[src/hdl/crb_pkg.sv]
// crb_pkg: shared types and constants of the color replace blend pipeline
package crb_pkg;

    localparam int COLOR_W = 8;
    localparam int LIMIT_W = 10;
    localparam int LIM2_W  = 2 * LIMIT_W;
    localparam int QUO_W   = 16;
    localparam int ADDR_W  = 5;
    localparam int DATA_W  = 32;

    typedef enum logic [2:0] {
        REG_OLD_RED   = 3'd0,
        REG_OLD_GREEN = 3'd1,
        REG_OLD_BLUE  = 3'd2,
        REG_NEW_RED   = 3'd3,
        REG_NEW_GREEN = 3'd4,
        REG_NEW_BLUE  = 3'd5,
        REG_LIMIT     = 3'd6
    } crb_reg_t;

    typedef struct packed {
        logic [COLOR_W-1:0] in_red;
        logic [COLOR_W-1:0] in_green;
        logic [COLOR_W-1:0] in_blue;
        logic [COLOR_W-1:0] in_alpha;
    } pix_in_t;

    typedef struct packed {
        logic [COLOR_W-1:0] out_red;
        logic [COLOR_W-1:0] out_green;
        logic [COLOR_W-1:0] out_blue;
        logic [COLOR_W-1:0] out_alpha;
    } pix_out_t;

    typedef struct packed {
        logic [LIM2_W-1:0] rem;
        logic [QUO_W-1:0]  num;
        logic [QUO_W-1:0]  quo;
    } div_t;

    typedef struct packed {
        pix_in_t pix;
        logic    match;
        div_t    div;
    } crb_lane_t;

endpackage

[src/hdl/crb_div_step.sv]
// crb_div_step: one registered restoring division step, one quotient bit
module crb_div_step (
    input  logic                      clk,
    input  logic                      rst_n,
    input  logic                      adv,
    input  logic [crb_pkg::LIM2_W-1:0] lim2,
    input  logic                      valid_i,
    input  crb_pkg::crb_lane_t        lane_i,
    output logic                      valid_o,
    output crb_pkg::crb_lane_t        lane_o
);
    import crb_pkg::*;

    logic              valid_reg;
    crb_lane_t         lane_reg;
    crb_lane_t         lane_next;
    logic [LIM2_W:0]   trial;
    logic [LIM2_W:0]   diff;
    logic              qbit;

    always_comb
    begin
        trial = {lane_i.div.rem, lane_i.div.num[QUO_W-1]};
        diff  = trial - {1'b0, lim2};
        qbit  = (trial >= {1'b0, lim2});
        lane_next = lane_i;
        lane_next.div.rem = qbit ? diff[LIM2_W-1:0] : trial[LIM2_W-1:0];
        lane_next.div.num = {lane_i.div.num[QUO_W-2:0], 1'b0};
        lane_next.div.quo = {lane_i.div.quo[QUO_W-2:0], qbit};
    end

    always_ff @(posedge clk or negedge rst_n)
    begin
        if (!rst_n)
        begin
            valid_reg <= 1'b0;
        end
        else if (adv)
        begin
            valid_reg <= valid_i;
        end
    end

    always_ff @(posedge clk)
    begin
        if (adv)
        begin
            lane_reg <= lane_next;
        end
    end

    assign valid_o = valid_reg;
    assign lane_o  = lane_reg;

endmodule

[config.mk]
export PLATFORM = sky130hd
export DESIGN_NAME = crb_div_step
export DESIGN_NICKNAME = d
export VERILOG_FILES = /design/src/hdl/crb_pkg.sv /design/src/hdl/crb_div_step.sv
export SDC_FILE = /design/constraint.sdc
export NUM_CORES = 1
export LEC_CHECK = 0
export BUFFER_PORTS_ARGS = -buffer_cell sky130_fd_sc_hd__buf_2
export CAP_MARGIN = 25
export CORE_AREA = 5 5 129 82
export CTS_CLUSTER_SIZE = 12
export DETAILED_ROUTE_END_ITERATION = 10
export DIE_AREA = 0 0 134 87
export HOLD_SLACK_MARGIN = 0.15
export PLACE_DENSITY = 0.79
export REMOVE_ABC_BUFFERS = 1
export SYNTH_ARGS = -nofsm -noshare
export SYNTH_HDL_FRONTEND = slang
export SYNTH_SLANG_ARGS = --single-unit
[constraint.sdc]
create_clock -name clk -period 0.85 [get_ports clk]
set_clock_uncertainty 0.05 [all_clocks]
set_input_delay 0.085 -clock clk [delete_from_list [all_inputs] [get_ports clk]]
set_output_delay 0.085 -clock clk [all_outputs]
set_load 0.005 [all_outputs]
==> results.json <==
{
  "syn-cell-area_um2": 4210,
  "start_util": 0.447,
  "wirelength_mm": 15.3,
  "pin_count": 195,
  "ctsHoldBuffers": 67,
  "fin_nets": 786,
  "async_flop_share": 0.0118,
  "clkTransAtPathRegs_ns": 0.07,
  "drv_slew": 0,
  "power_density_nw_per_um2": 1720,
  "yosysMostFrequentCell": "edfxtp_1",
  "row_count": 28,
  "fin_ws_ns": -1.15,
  "critPathCaptureType": "flop",
  "cts.sinks": 85,
  "diodes": 0,
  "cp_max_fo": 5,
  "ys_seq_area_frac": 0.605,
  "htree_levels": 3,
  "antenna_found_initial": 0,
  "dp.cells": 677,
  "r2r_start": "valid_o$_DFFE_PN0P_",
  "grt_max_degree": 44,
  "regArea_um2": 2550,
  "nFillCells": 512,
  "gp_congestion": 0.863,
  "ys.flop_type": "edfxtp_1",
  "grt_pass1_wl_mm": 23.0,
  "drtIter0Drc": 363,
  "max_clock_freq_mhz": 499,
  "grt_pass1_vias": 4312,
  "ys_top_cells_by_count": "edfxtp_1 (84), inv_1 (28), ha_1 (20)",
  "dp_hpwl_mm": 9.45,
  "hp-class": "input pin to flop",
  "port_buffers": 192,
  "ant_nets": 0,
  "num_vias": 4033,
  "r2r_cells": 1,
  "ys_warn_count": 0,
  "ys_seq_elements": 85,
  "crit_end": "lane_o[38]$_DFFE_PP_",
  "setup_viol": 106,
  "clkLatencyLatePin_ns": 0.33,
  "drc": 0,
  "synth_top_cell_by_area": "edfxtp_1",
  "postSynthAreaPerCell_um2": 13.9,
  "cts_buffers": 9,
  "status": "finished with violations",
  "clock_path_buffers": 2,
  "period_needed_ns": 2.00,
  "tns_ns": -34.02,
  "syn_to_final_growth_pct": 78.8,
  "p_leak_nw": 3.38,
  "report.final.hold_viol_count": 0,
  "timing.final.crit_share": 2.36,
  "synthTopCellsByArea": "edfxtp_1 (60%), ha_1 (5.9%), mux2_4 (5.7%)",
  "synth-edff-count": 84,
  "multi_input_area_um2": 1900,
  "cts_root_buf": "clkbuf_16",
  "die_h_um": 87,
  "violations": "setup timing",
  "synthesis.instances": 304,
  "rr_endpoint": "valid_o$_DFFE_PN0P_",
  "arrival_ns": 2.05,
  "via_per_inst": 5.16,
  "rsz0062_at_grt": "yes",
  "synth_top_area_share": 0.599,
  "die_area_um2": 11700,
  "ff2ff_setup_slack_ns": 0.06,
  "wl_per_cell_um": 19.6,
  "fin_total_pwr_mw": 13.0,
  "final_cell_count_no_fill": 781,
  "synthDistinctLibCells": 57,
  "coreArea_um2": 9420,
  "grt-ovfl-total": 0,
  "fp.dieW_um": 134,
  "final_util": 0.799,
  "drive_gt1_frac": 0.584,
  "cts_tree": "yes",
  "min_from": "lane_i[47]",
  "firstDrtPassIters": 5,
  "track_usage": 0.255,
  "ir_drop_uv": 1260,
  "critPathRequiredTime_ns": 0.90,
  "criticalPathCategory": "input pin to flop",
  "start_kind": "input pin",
  "max_cap_viol_count": 0,
  "startpoint": "lim2[1]"
}
==> layer usage <==
layer,share of wire,vias up,GRT usage
met4,0.021,0,0.0635
met3,0.081,43,0.0745
met2,0.51,233,0.473
li1,-,1855,-
met5,0,-,0
met1,0.39,1902,0.292
==> metrics by stage <==
stage | setup slack (ns) | cell area [um2] | hold slack (ns)
after CTS | -1.05 | 7370 | -0.00610
after global routing | -1.18 | 7530 | 0.00214
final | -1.15 | 7530 | 0.00120
after global placement | -1.64 | 5820 | -0.190
after floorplan | -1.88 | 4120 | -0.261
after detailed placement | -1.75 | 5820 | -0.188
==> worst max-delay path: stages <==
cell	delay [ns]
buf_8	0.08
inv_4	0.03
ha_4	0.25
nor2b_4	0.17
o2111ai_4	0.14
a21bo_2	0.26
o21a_4	0.23
o21ai_4	0.19
buf_12	0.16
buf_8	0.13
mux2_4	0.31
==> cells in the final DEF, fill, tap and decap left out, types with 4 or more instances in the layout <==
cell type      count
a21o_1             4
a21oi_1           10
a21oi_2            5
a31oi_1            6
buf_12             5
buf_2            183
buf_4             78
buf_6             15
buf_8              5
clkbuf_16          9
dlygate4sd3_1     67
edfxtp_1          84
ha_4              15
inv_1             21
inv_4              4
mux2_4            17
mux2i_1            4
nand2_1           11
nand2_2            4
nor2_1             9
o21a_1             4
o21ai_0            4
xnor2_1           10
==> sequential cells by signal, summed over array words and instances, names as in the netlist <==
| name | count |
|---|---|
| lane_o | 84 |
| valid_o | 1 |
==> kinds of logic after synthesis <==
family | count (synthesis) | share of synthesized area
AO/OA/AOI/OAI | 66 | 0.111
XOR/XNOR | 12 | 0.0249
adder cells (fa/ha/maj) | 21 | 0.0641
buffers and inverters | 40 | 0.0481
flip-flops | 85 | 0.605
multiplexers | 23 | 0.0745
other | 1 | 0.000890
AND/OR/NAND/NOR | 56 | 0.0722
==> power breakdown <==
part           internal, mW  leakage [nW]  total [mW]  switching (mW)
Sequential             5.10         0.834        5.23           0.126
Combinational          2.06          2.39        3.63            1.57
Clock                  2.33         0.152        4.13            1.80
==> layout make-up <==
| class | instances | share of cell area |
|---|---|---|
| Clock buffer | 9 | 0.0299 |
| Timing Repair Buffer | 353 | 0.334 |
| Multi-Input combinational cell | 179 | 0.252 |
| Clock inverter | 7 | 0.0108 |
| Sequential cell | 85 | 0.338 |
| Inverter | 28 | 0.0153 |
| Tap cell | 120 | 0.0199 |
==> how the worst min path moves through the flow <==
stage / end / slack [ns] / depth (start not counted)
after CTS: lane_o[48]$_DFFE_PP_ / -0.006 / 2
after global placement: valid_o$_DFFE_PN0P_ / -0.19 / 1
after floorplan: valid_o$_DFFE_PN0P_ / -0.26 / 0
after global routing: lane_o[46]$_DFFE_PP_ / 0.002 / 2
final: lane_o[48]$_DFFE_PP_ / 0.001 / 2
after detailed placement: valid_o$_DFFE_PN0P_ / -0.19 / 1
==> timing repair <==
action,4_1_cts,5_1_grt
endpoints found under the hold margin,86,20
resized for setup,86,22
setup buffers,15,6
pin swaps,25,17
cloned,0,0
endpoints found under the setup margin,106,106
(Power assumes the default switching activity.)
